<file path="src/rtcc_pkg.sv">
// Shared types and constants for the tick-driven calendar counter.
package rtcc_pkg;

  localparam int ADDR_W = 3;
  localparam int DATA_W = 32;
  localparam logic [ADDR_W-1:0] ADDR_TICK_ENABLE = 3'd0;

  typedef enum logic {
    MODE_TICK = 1'b0,
    MODE_LOAD = 1'b1
  } mode_t;

  localparam logic [5:0] SEC_PER_MIN   = 6'd60;
  localparam logic [6:0] MIN_PER_HOUR  = 7'd60;
  localparam logic [5:0] SEC_LAST      = 6'd59;
  localparam logic [5:0] MIN_LAST      = 6'd59;
  localparam logic [5:0] HOURS_PER_DAY = 6'd24;
  localparam logic [2:0] DAYS_PER_WEEK = 3'd7;
  localparam logic [4:0] MONTHS_PER_YEAR = 5'd12;

  localparam logic [3:0] MONTH_FEB = 4'd2;
  localparam logic [3:0] MONTH_APR = 4'd4;
  localparam logic [3:0] MONTH_JUN = 4'd6;
  localparam logic [3:0] MONTH_SEP = 4'd9;
  localparam logic [3:0] MONTH_NOV = 4'd11;

  localparam logic [4:0] LEN_SHORT    = 5'd30;
  localparam logic [4:0] LEN_LONG     = 5'd31;
  localparam logic [4:0] LEN_FEB      = 5'd28;
  localparam logic [4:0] LEN_FEB_LEAP = 5'd29;

  typedef struct packed {
    logic [7:0] year;
    logic [3:0] month;
    logic [4:0] date;
    logic [2:0] weekday;
    logic [4:0] hour;
    logic [5:0] minute;
    logic [5:0] second;
  } load_t;

  // hour keeps one extra bit so loaded times up to hour 32 still roll the day
  typedef struct packed {
    logic [7:0] year;
    logic [3:0] month;
    logic [4:0] date;
    logic [2:0] weekday;
    logic [5:0] hour;
    logic [5:0] minute;
    logic [5:0] second;
  } cal_t;

  localparam cal_t CAL_RESET = '{
    year: 8'd0, month: 4'd1, date: 5'd1, weekday: 3'd1,
    hour: 6'd0, minute: 6'd0, second: 6'd0
  };

endpackage

</file>
<file path="src/tick_driven_calendar_counter.sv">
// Top level of the tick-driven calendar counter: input register, calendar state, result register.
//
//   channel  handshake            payload
//   req      req_valid/req_stall  mode, load_year .. load_second
//   rsp      rsp_valid/rsp_stall  second, minute, hour, weekday, date, month, year
//   cfg      APB psel/penable     tick_enable at byte address 0
//
// One beat per cycle unless stalled; a beat passes the input register, then the result register.
// The calendar state updates in the cycle a beat leaves the input register.
// req_stall rises only while the input register is full and the result is stalled.
// Reset clears the calendar to 00:00:00, weekday 1, 1 January, year 0, ticks disabled.
module tick_driven_calendar_counter (
  input  logic                        clk,
  input  logic                        rst,
  input  logic                        req_valid,
  output logic                        req_stall,
  input  logic                        mode,
  input  logic [7:0]                  load_year,
  input  logic [3:0]                  load_month,
  input  logic [4:0]                  load_date,
  input  logic [2:0]                  load_weekday,
  input  logic [4:0]                  load_hour,
  input  logic [5:0]                  load_minute,
  input  logic [5:0]                  load_second,
  output logic                        rsp_valid,
  input  logic                        rsp_stall,
  output logic [5:0]                  second,
  output logic [5:0]                  minute,
  output logic [4:0]                  hour,
  output logic [2:0]                  weekday,
  output logic [4:0]                  date,
  output logic [3:0]                  month,
  output logic [7:0]                  year,
  input  logic                        psel,
  input  logic                        penable,
  input  logic                        pwrite,
  input  logic [rtcc_pkg::ADDR_W-1:0] paddr,
  input  logic [rtcc_pkg::DATA_W-1:0] pwdata,
  output logic [rtcc_pkg::DATA_W-1:0] prdata,
  output logic                        pready
);

  logic            tick_enable;
  logic            in_vld;
  rtcc_pkg::mode_t in_mode;
  rtcc_pkg::load_t in_load;
  rtcc_pkg::cal_t  cal;
  rtcc_pkg::cal_t  cal_next;
  rtcc_pkg::cal_t  out_cal;
  logic            adv_out;
  logic            accept;

  rtcc_cfg u_cfg (
    .clk         (clk),
    .rst         (rst),
    .psel        (psel),
    .penable     (penable),
    .pwrite      (pwrite),
    .paddr       (paddr),
    .pwdata      (pwdata),
    .prdata      (prdata),
    .pready      (pready),
    .tick_enable (tick_enable)
  );

  rtcc_step u_step (
    .cal         (cal),
    .tick_enable (tick_enable),
    .mode        (in_mode),
    .load        (in_load),
    .cal_next    (cal_next)
  );

  assign adv_out   = !rsp_valid || !rsp_stall;
  assign req_stall = in_vld && !adv_out;
  assign accept    = req_valid && !req_stall;

  always_ff @(posedge clk) begin
    if (rst) begin
      in_vld <= 1'b0;
    end else if (accept) begin
      in_vld <= 1'b1;
    end else if (adv_out) begin
      in_vld <= 1'b0;
    end
  end

  always_ff @(posedge clk) begin
    if (accept) begin
      in_mode         <= rtcc_pkg::mode_t'(mode);
      in_load.year    <= load_year;
      in_load.month   <= load_month;
      in_load.date    <= load_date;
      in_load.weekday <= load_weekday;
      in_load.hour    <= load_hour;
      in_load.minute  <= load_minute;
      in_load.second  <= load_second;
    end
  end

  always_ff @(posedge clk) begin
    if (rst) begin
      cal       <= rtcc_pkg::CAL_RESET;
      rsp_valid <= 1'b0;
    end else if (adv_out) begin
      rsp_valid <= in_vld;
      if (in_vld) begin
        cal <= cal_next;
      end
    end
  end

  always_ff @(posedge clk) begin
    if (adv_out && in_vld) begin
      out_cal <= cal_next;
    end
  end

  assign second  = out_cal.second;
  assign minute  = out_cal.minute;
  assign hour    = out_cal.hour[4:0];
  assign weekday = out_cal.weekday;
  assign date    = out_cal.date;
  assign month   = out_cal.month;
  assign year    = out_cal.year;

endmodule

</file>
<file path="src/rtcc_cfg.sv">
// APB register block holding the tick enable.
module rtcc_cfg (
  input  logic                             clk,
  input  logic                             rst,
  input  logic                             psel,
  input  logic                             penable,
  input  logic                             pwrite,
  input  logic [rtcc_pkg::ADDR_W-1:0]      paddr,
  input  logic [rtcc_pkg::DATA_W-1:0]      pwdata,
  output logic [rtcc_pkg::DATA_W-1:0]      prdata,
  output logic                             pready,
  output logic                             tick_enable
);

  logic sel_tick_enable;

  assign sel_tick_enable =
    (paddr[rtcc_pkg::ADDR_W-1:2] == rtcc_pkg::ADDR_TICK_ENABLE[rtcc_pkg::ADDR_W-1:2]);
  assign pready = 1'b1;

  always_ff @(posedge clk) begin
    if (rst) begin
      tick_enable <= 1'b0;
    end else if (psel && penable && pwrite && pready && sel_tick_enable) begin
      tick_enable <= pwdata[0];
    end
  end

  always_comb begin
    prdata = '0;
    if (sel_tick_enable) begin
      prdata[0] = tick_enable;
    end
  end

endmodule

</file>
<file path="src/rtcc_step.sv">
// Next-state logic for one beat: load with normalization, or tick with day rollover.
module rtcc_step (
  input  rtcc_pkg::cal_t  cal,
  input  logic            tick_enable,
  input  rtcc_pkg::mode_t mode,
  input  rtcc_pkg::load_t load,
  output rtcc_pkg::cal_t  cal_next
);

  logic       ld_sec_carry;
  logic [5:0] ld_sec;
  logic [6:0] ld_min_sum;
  logic       ld_min_carry;
  logic [5:0] ld_min;
  logic [5:0] ld_hour;

  logic       sec_carry;
  logic       min_carry;
  logic [5:0] t_sec;
  logic [5:0] t_min;
  logic [5:0] t_hour;
  logic       new_day;

  logic [4:0] month_len;
  logic       date_roll;
  logic [4:0] month_inc;
  logic       month_wrap;
  logic [2:0] wd_next;

  always_comb begin
    ld_sec_carry = (load.second >= rtcc_pkg::SEC_PER_MIN);
    ld_sec       = ld_sec_carry ? (load.second - rtcc_pkg::SEC_PER_MIN) : load.second;
    ld_min_sum   = {1'b0, load.minute} + {6'd0, ld_sec_carry};
    ld_min_carry = (ld_min_sum >= rtcc_pkg::MIN_PER_HOUR);
    ld_min       = ld_min_carry ? 6'(ld_min_sum - rtcc_pkg::MIN_PER_HOUR) : ld_min_sum[5:0];
    ld_hour      = {1'b0, load.hour} + {5'd0, ld_min_carry};
  end

  always_comb begin
    sec_carry = tick_enable && (cal.second == rtcc_pkg::SEC_LAST);
    min_carry = sec_carry && (cal.minute == rtcc_pkg::MIN_LAST);
    t_sec     = !tick_enable ? cal.second : (sec_carry ? 6'd0 : cal.second + 6'd1);
    t_min     = min_carry ? 6'd0 : (sec_carry ? cal.minute + 6'd1 : cal.minute);
    t_hour    = min_carry ? cal.hour + 6'd1 : cal.hour;
    new_day   = (t_hour >= rtcc_pkg::HOURS_PER_DAY);
  end

  always_comb begin
    unique case (cal.month)
      rtcc_pkg::MONTH_APR, rtcc_pkg::MONTH_JUN,
      rtcc_pkg::MONTH_SEP, rtcc_pkg::MONTH_NOV: month_len = rtcc_pkg::LEN_SHORT;
      rtcc_pkg::MONTH_FEB: month_len = (cal.year[1:0] == 2'd0) ?
                                       rtcc_pkg::LEN_FEB_LEAP : rtcc_pkg::LEN_FEB;
      default: month_len = rtcc_pkg::LEN_LONG;
    endcase
    date_roll  = (cal.date >= month_len);
    month_inc  = {1'b0, cal.month} + {4'd0, date_roll};
    month_wrap = (month_inc > rtcc_pkg::MONTHS_PER_YEAR);
    wd_next    = (cal.weekday == rtcc_pkg::DAYS_PER_WEEK) ? 3'd1 : cal.weekday + 3'd1;
  end

  always_comb begin
    cal_next = cal;
    unique case (mode)
      rtcc_pkg::MODE_LOAD: begin
        cal_next.year    = load.year;
        cal_next.month   = load.month;
        cal_next.date    = load.date;
        cal_next.weekday = load.weekday;
        cal_next.hour    = ld_hour;
        cal_next.minute  = ld_min;
        cal_next.second  = ld_sec;
      end
      rtcc_pkg::MODE_TICK: begin
        if (new_day) begin
          cal_next.hour    = 6'd0;
          cal_next.minute  = 6'd0;
          cal_next.second  = 6'd0;
          cal_next.weekday = wd_next;
          cal_next.date    = date_roll ? 5'd1 : cal.date + 5'd1;
          cal_next.month   = month_wrap ? 4'd1 : month_inc[3:0];
          cal_next.year    = month_wrap ? cal.year + 8'd1 : cal.year;
        end else begin
          cal_next.hour    = t_hour;
          cal_next.minute  = t_min;
          cal_next.second  = t_sec;
        end
      end
      default: cal_next = cal;
    endcase
  end

endmodule

</file>
<file path="config.mk">
export PLATFORM = sky130hd
export DESIGN_NAME = tick_driven_calendar_counter
export DESIGN_NICKNAME = d
export VERILOG_FILES = /design/src/rtcc_pkg.sv /design/src/tick_driven_calendar_counter.sv /design/src/rtcc_cfg.sv /design/src/rtcc_step.sv
export SDC_FILE = /design/constraint.sdc
export NUM_CORES = 1
export LEC_CHECK = 0
export ABC_AREA = 0
export BUFFER_PORTS_ARGS = -buffer_cell sky130_fd_sc_hd__clkbuf_2
export CORE_ASPECT_RATIO = 0.6
export CORE_MARGIN = 4
export CORE_UTILIZATION = 30
export CTS_CLUSTER_SIZE = 12
export DETAILED_ROUTE_END_ITERATION = 12
export HOLD_SLACK_MARGIN = 0.1
export PLACE_DENSITY = 0.6
export SYNTH_ARGS = -nofsm -noshare
export SYNTH_HDL_FRONTEND = slang
export SYNTH_SLANG_ARGS = --single-unit
</file>
<file path="constraint.sdc">
create_clock -name clk -period 6.8 [get_ports clk]
set_input_delay 1.02 -clock clk [delete_from_list [all_inputs] [get_ports clk]]
set_output_delay 1.02 -clock clk [all_outputs]
set_load 0.02 [all_outputs]
</file>
==> results.json, run 1 <==
{
  "synth-xor-area-share": 0.03222,
  "synth_compound_gate_area_share": 0.1577,
  "num_vias": 4952,
  "cts_max_level": 4,
  "total_power_mw": 1.872,
  "clkSinkCount": 116,
  "leakage_nw": 2.718,
  "finalHoldViolCount": 0,
  "fp-row-count": 40,
  "wl_per_cell_um": 17.08,
  "die_h_um": 119.8,
  "clock_latency_ns": 0.42,
  "start_util": 0.3092,
  "startpoint_type": "register",
  "critPathMaxFanout": 10,
  "io_buffers": 86,
  "fin_crit_ns": 4.498,
  "numCtsBuffers": 17,
  "cp.arrival_ns": 4.69,
  "hold_class": "register to register",
  "cts_buffer_depth": 2,
  "drive_gt1_frac": 0.1903,
  "instances_no_fill": 993,
  "wl_um": 16960,
  "synthAdderAreaFrac": 0.03602,
  "worst_pin_slew_ns": 1.234,
  "synth-main-ff-cell": "edfxtp_1",
  "synthMuxAreaShare": 0.02742,
  "finalCritPeriodShare": 0.6614,
  "area_delta_synth_final_pct": 17.91,
  "slew_headroom": 0.1728,
  "gp_congestion": 0.8657,
  "rsz0062_at_grt": "no",
  "async_flop_share": 0,
  "syn-mean-instance-area_um2": 9.940,
  "synth-edff-count": 75,
  "overflow": 0,
  "synth_top_family_by_area": "simple AND/OR/NAND/NOR gates",
  "maxCapViolCount": 0,
  "grt_use_total": 0.1463,
  "status": "finished clean",
  "endpoint_kind": "register",
  "antenna_found_initial": 0,
  "dr.pass1.iters": 5,
  "drtIter0Drc": 556,
  "synth_seq_area_share": 0.4915,
  "setup_viol": 0,
  "powerDensity_nw_per_um2": 254.0,
  "synth.distinct_cells": 68,
  "cts_root_buf": "clkbuf_16",
  "fp.coreArea_um2": 20220,
  "nets": 805,
  "drt.antenna.violating_nets": 0,
  "path_class": "register to register",
  "cts_tree": "yes",
  "die_x_um": 194.4,
  "ir_worst_vdd_mv": 0.1269,
  "whs_ns": 0.4947,
  "fmaxAchievable_ghz": 0.2223,
  "first_global_vias": 4659,
  "finalMaxSlewViolations": 0,
  "dp_hpwl_um": 11450,
  "yosysWarnings": 0,
  "io-pin-count": 152,
  "synthSimpleGateAreaFrac": 0.1827,
  "final_area_um2": 7372,
  "skew_ns": 0.005693,
  "drc": 0,
  "place_area_um2": 6804,
  "tns_ns": 0,
  "cts_hold_buf": 0,
  "synthesis.instances": 629,
  "grt_max_degree": 75,
  "post_cts_resized": 0,
  "path_clk_slew_ns": 0.05,
  "antenna_cells": 0,
  "grt_pass1_wl_um": 26610,
  "synth-seq-cells": 116,
  "vias_per_cell": 4.987,
  "syn-cell-area_um2": 6252,
  "die-area_um2": 23290,
  "worstPathRequired_ns": 6.99,
  "cts_setup_buffers": 0,
  "dpl.cell_count": 961
}
synth_stat cells (7+ instances only):
cell | n | share of area
a21oi_1 | 23 | 0.018
a31oi_1 | 7 | 0.0070
a32oi_1 | 7 | 0.0098
buf_4 | 34 | 0.041
clkbuf_1 | 21 | 0.013
dfxtp_1 | 41 | 0.13
edfxtp_1 | 75 | 0.36
ha_1 | 18 | 0.036
inv_1 | 14 | 0.0084
mux2i_1 | 16 | 0.026
nand2_1 | 67 | 0.040
nand3_1 | 33 | 0.026
nand4_1 | 10 | 0.010
nor2_1 | 55 | 0.033
nor2b_1 | 11 | 0.011
nor3_1 | 18 | 0.014
o211ai_1 | 7 | 0.0084
o21a_1 | 7 | 0.0084
o21ai_0 | 25 | 0.020
o31ai_1 | 10 | 0.012
xnor2_1 | 16 | 0.022
xor2_1 | 7 | 0.0098
final timing paths:
kind | cells past startpoint | slack, ns | end | from
worst min-delay path | 2 | 0.49 | rsp_valid$_SDFFE_PP0N_ | in_vld$_SDFFE_PP0P_
worst max-delay path | 18 | 2.30 | year[4]$_DFFE_PP_ | cal[30]$_SDFFE_PP0P_
worst min register to register | 2 | 0.49 | rsp_valid$_SDFFE_PP0N_ | in_vld$_SDFFE_PP0P_
worst max register to register | 18 | 2.30 | year[4]$_DFFE_PP_ | cal[30]$_SDFFE_PP0P_
worst max-delay path, cell delays in order, from the launching register on:
cell       delay [ns]
dfxtp_1          0.42
inv_1            0.09
ha_1             0.21
inv_1            0.06
a21oi_1          0.06
nor3_1           0.14
a31oi_1          0.06
ha_1             0.29
nand2b_1         0.14
a21oi_1          0.19
nor2_1           0.13
ha_1             0.23
ha_1             0.36
a2bb2oi_1        0.19
o21ai_0          0.08
a21boi_0         0.50
o32a_1           0.54
nand3_1          0.19
o211ai_1         0.38
layout by cell type (no fill, tap or decap), drive strengths merged, types with 4 or more instances in the layout:
cell      synthesis  layout
clkbuf           21     104
edfxtp           75      75
nand2            67      67
nor2             55      55
dfxtp            41      41
nand3            33      33
conb              2      32
o21ai            25      25
a21oi            23      23
nor3             20      20
ha               18      18
xnor2            16      16
mux2i            16      16
inv              14      14
nor2b            11      11
nand4            10      10
o31ai            10      10
clkinv            0       8
o211ai            7       7
o21a              7       7
xor2              7       7
a31oi             7       7
a32oi             7       7
buf              43       7
o22ai             6       6
a211oi            6       6
nor4              5       5
and2              5       5
or3               5       5
and3              5       5
a311oi            5       5
or2               4       4
a22oi             4       4
clkinvlp          0       4
nand4b            4       4
or4               4       4
o311ai            4       4
routing by layer:
| layer | up-vias | GRT usage | part of all wire |
|---|---|---|---|
| met5 | - | 0 | 0 |
| met4 | 0 | 0.04917 | 0.011 |
| met3 | 14 | 0.03423 | 0.055 |
| met2 | 160 | 0.1750 | 0.37 |
| met1 | 2333 | 0.2437 | 0.57 |
| li1 | 2445 | - | - |
power breakdown:
group / internal, mW / switching [mW] / total (mW)
sequential: 0.794 / 0.0304 / 0.824
combinational: 0.0582 / 0.122 / 0.180
clock: 0.534 / 0.334 / 0.868
per-stage QoR:
stage,worst slack (ns),utilization
global placement,2.605,0.3365
global route,1.925,0.3646
CTS,2.423,0.3646
detailed placement,2.508,0.3365
floorplan,3.121,-
finish,2.302,0.3646
sequential cells by signal (all words and copies together), names as in the netlist, 3 cells and up:
register  count
cal          38
weekday       3
hour          5
in_load      37
month         4
second        6
minute        6
year          8
date          5
logic make-up after synthesis:
logic type,count (synthesis)
adders and majority gates,18
buffers and inverters,78
other,2
muxes,17
xor gates and xnor gates,23
AOI/OAI and AO/OA,140
and+or+nand+nor,235
DFF,116
layout make-up:
cell class / instances / area (µm²)
sequential: 116 / 3073
clock inverter: 14 / 138.9
tap: 273 / 341.6
timing repair buffer: 93 / 483.0
fill: 2090 / 12850
clock buffer: 18 / 429.2
multi-input combinational: 465 / 2854
inverter: 14 / 52.55
Note: power is estimated with default switching activity, not from simulation.
==> run 2: changes to the inputs <==
- ABC_AREA: 0 -> 1
- clock period: 6.8 -> 4.59 ns (I/O delays scaled with it)
==> run 2 against run 1 <==
Compared with the run above:
- sequential power rose by 49%
- wire length down 11%
- critical endpoint is now cal[16]$_SDFFE_PP0P_
- clock skew up 0.0049 ns
- sequential share of layout area shrank 0.24 points
- largest power group unchanged
- largest cell class unchanged
- hold slack got worse by 0.053 ns
- synthesized cell count grew 19%
- register-to-register slack lost 1.5 ns
- clock-buffer cell count unchanged
==> results.json, run 2 <==
{
  "drtIter0Drc": 395,
  "crit_path_frequent_cell": "ha_1",
  "r2r-end": "cal[16]$_SDFFE_PP0P_",
  "syn-cell-area_um2": 6233,
  "die-area_um2": 23220,
  "area_delta_synth_final_pct": 18.95,
  "overflow": 0,
  "drt.antenna.violating_nets": 0,
  "syn-mean-instance-area_um2": 8.300,
  "cts_hold_buf": 0,
  "p_clk_frac": 0.464,
  "num_vias": 5012,
  "status": "finished clean",
  "synth-main-ff-cell": "edfxtp_1",
  "grt_max_degree": 49,
  "synthesis.instances": 751,
  "rr_worst_depth": 20,
  "fin_crit_ns": 3.781,
  "cp.arrival_ns": 4.09,
  "grt_use_total": 0.1327,
  "dp_hpwl_um": 10350,
  "finalMaxSlewViolations": 0,
  "synth-edff-count": 75,
  "die_h_um": 119.7,
  "r2r_slack_ns": 0.81,
  "io-pin-count": 152,
  "cts_root_buf": "clkbuf_16",
  "swShare": 0.2669,
  "p_sw_mw": 0.7863,
  "critPathMaxFanout": 4,
  "wl_per_cell_um": 13.47,
  "vias_per_cell": 4.467,
  "synth_area_leaders": "edfxtp_1 36%, dfxtp_1 13%, nand2_1 12%",
  "hp-start": "load_weekday[0]",
  "cts_max_level": 4,
  "slew_headroom": 0.3473,
  "regMostFlops": "cal",
  "first_global_vias": 4639,
  "drive_gt1_frac": 0.1767,
  "internal_power_mw": 2.159,
  "synth_seq_area_share": 0.4930,
  "numCtsBuffers": 17,
  "synthMuxAreaShare": 0,
  "nets": 934,
  "path_class": "register to register",
  "synth.largest_area_cell": "edfxtp_1",
  "powerDensity_nw_per_um2": 397.3,
  "reg2reg_from": "in_load[2]$_DFFE_PP_",
  "setup_viol": 0,
  "finalCritPeriodShare": 0.8237,
  "antenna_found_initial": 0,
  "maxCapViolCount": 0,
  "synthAdderAreaFrac": 0.03613,
  "worstPathRequired_ns": 4.90,
  "cts_setup_buffers": 0,
  "fill_cells": 2116,
  "endpoint_kind": "register",
  "path_clk_slew_ns": 0.06,
  "io_buffers": 86,
  "leakage_nw": 3.557,
  "layout_common_cells": "194 x nand2_1, 97 x inv_1, 87 x nand3_1",
  "start_util": 0.3083,
  "async_flop_share": 0,
  "hold_class": "primary input to register",
  "fp-row-count": 40,
  "reg_top3": "cal: 38 flops, in_load: 37 flops, year: 8 flops",
  "synth.most_common_cell": "nand2_1",
  "startpoint_type": "register",
  "dr.pass1.iters": 5,
  "synth.distinct_cells": 40,
  "slowest_delay_ns": 0.42,
  "worstHoldEndpoint": "in_load[17]$_DFFE_PP_",
  "cts_buffer_depth": 2,
  "yosysWarnings": 0,
  "sequentialPowerShare": 0.418,
  "synth-seq-cells": 116,
  "crit_chain": "ha_1 -> nand3_1 -> inv_1 -> ha_1 -> ha_1 -> xnor2_1 -> inv_1 -> ha_1 -> nand2_1 -> nor2_1 -> nand2_1 -> nand3_1 -> ha_1 -> ha_1 -> nand3_1 -> nor2_1 -> o21ai_0 -> o21ai_1 -> o21ai_0 -> inv_1",
  "fmaxAchievable_ghz": 0.2645,
  "largest_register_ffs": 38,
  "skew_ns": 0.01062,
  "tns_ns": 0,
  "ir_worst_vdd_mv": 0.2426,
  "yosysTopAreaCellShare": 0.3613,
  "synth_top_family_by_area": "simple AND/OR/NAND/NOR gates",
  "drc": 0,
  "wl_um": 15110,
  "total_power_mw": 2.946,
  "cts_tree": "yes",
  "critPathSlowestCell": "edfxtp_1",
  "synthSimpleGateAreaFrac": 0.2507,
  "hold_depth": 1,
  "antenna_cells": 0,
  "finalHoldViolCount": 0,
  "grt_pass1_wl_um": 24500,
  "rsz0062_at_grt": "no",
  "clkSinkCount": 116,
  "pwr-share-comb": 0.118,
  "post_cts_resized": 0,
  "synth_commonest_cells": "194 x nand2_1, 97 x inv_1, 87 x nand3_1",
  "fp.coreArea_um2": 20220,
  "die_x_um": 194.1,
  "worst_pin_slew_ns": 0.9780,
  "synth-xor-area-share": 0.02108,
  "clock_latency_ns": 0.42,
  "final_common_cell": "nand2_1",
  "synth_compound_gate_area_share": 0.07788,
  "gp_congestion": 0.7814
}
==> run 2: final cells by class <==
type / count / area [µm²] / share of cell area
sequential: 116 / 3073 / 0.4144
multi-input combinational: 508 / 2532 / 0.3415
timing repair buffer: 93 / 483.0 / 0.06514
clock buffer: 18 / 429.2 / 0.05788
inverter: 100 / 375.4 / 0.05062
tap: 273 / 341.6 / 0.04607
clock inverter: 14 / 180.2 / 0.02430
==> run 2: stage by stage <==
step	util	std cells	hold WS (ns)	worst slack (ns)	cell area [µm²]
2_1_floorplan	-	781	0.4522	1.505	6346
3_3_place_gp	0.3366	1090	0.4700	0.9548	6805
3_5_place_dp	0.3366	1090	0.4706	0.8907	6805
4_1_cts	0.3667	1122	0.4185	0.8620	7415
5_1_grt	0.3667	1122	0.4193	0.3254	7415
6_report	0.3667	1122	0.4415	0.8093	7415
==> run 2: worst max-delay path by stage <==
stage	from	to	slack (ns)
final	in_load[2]$_DFFE_PP_	cal[16]$_SDFFE_PP0P_	0.81
after global routing	in_load[2]$_DFFE_PP_	cal[16]$_SDFFE_PP0P_	0.33
after CTS	in_load[2]$_DFFE_PP_	cal[16]$_SDFFE_PP0P_	0.86
after detailed placement	in_load[2]$_DFFE_PP_	cal[16]$_SDFFE_PP0P_	0.89
after global placement	in_load[2]$_DFFE_PP_	cal[16]$_SDFFE_PP0P_	0.95
after floorplan	in_load[2]$_DFFE_PP_	cal[16]$_SDFFE_PP0P_	1.51
==> run 2: power groups by stage <==
stage	clock [mW]	combinational, mW	sequential (mW)
after floorplan	0	0.247	1.27
after global placement	0	0.343	1.25
after detailed placement	0	0.347	1.25
after CTS	1.40	0.349	1.23
after global routing	1.44	0.398	1.24
final	1.37	0.347	1.23
==> run 2: critical path: cells and delay by family (launching register included) <==
| kind | cells | cell delay, ns |
|---|---|---|
| compound gates | 3 | 0.42 |
| xor+xnor | 1 | 0.25 |
| fa+ha+maj | 6 | 1.48 |
| buf+inv | 3 | 0.26 |
| flops | 1 | 0.42 |
| simple gates | 7 | 0.82 |
==> run 2: cells by family after synthesis <==
| kind of cell | count (synthesis) |
|---|---|
| AOI/OAI and AO/OA | 91 |
| adders and majority gates | 18 |
| DFF | 116 |
| buffers and inverters | 157 |
| xor gates and xnor gates | 15 |
| and+or+nand+nor | 352 |
| other | 2 |
==> run 2: layer usage <==
| metal | track usage | wire length [µm] |
|---|---|---|
| met3 | 0.04153 | 878 |
| met4 | 0.03029 | 79 |
| met2 | 0.1765 | 5848 |
| met5 | 0 | 0 |
| met1 | 0.2060 | 8304 |
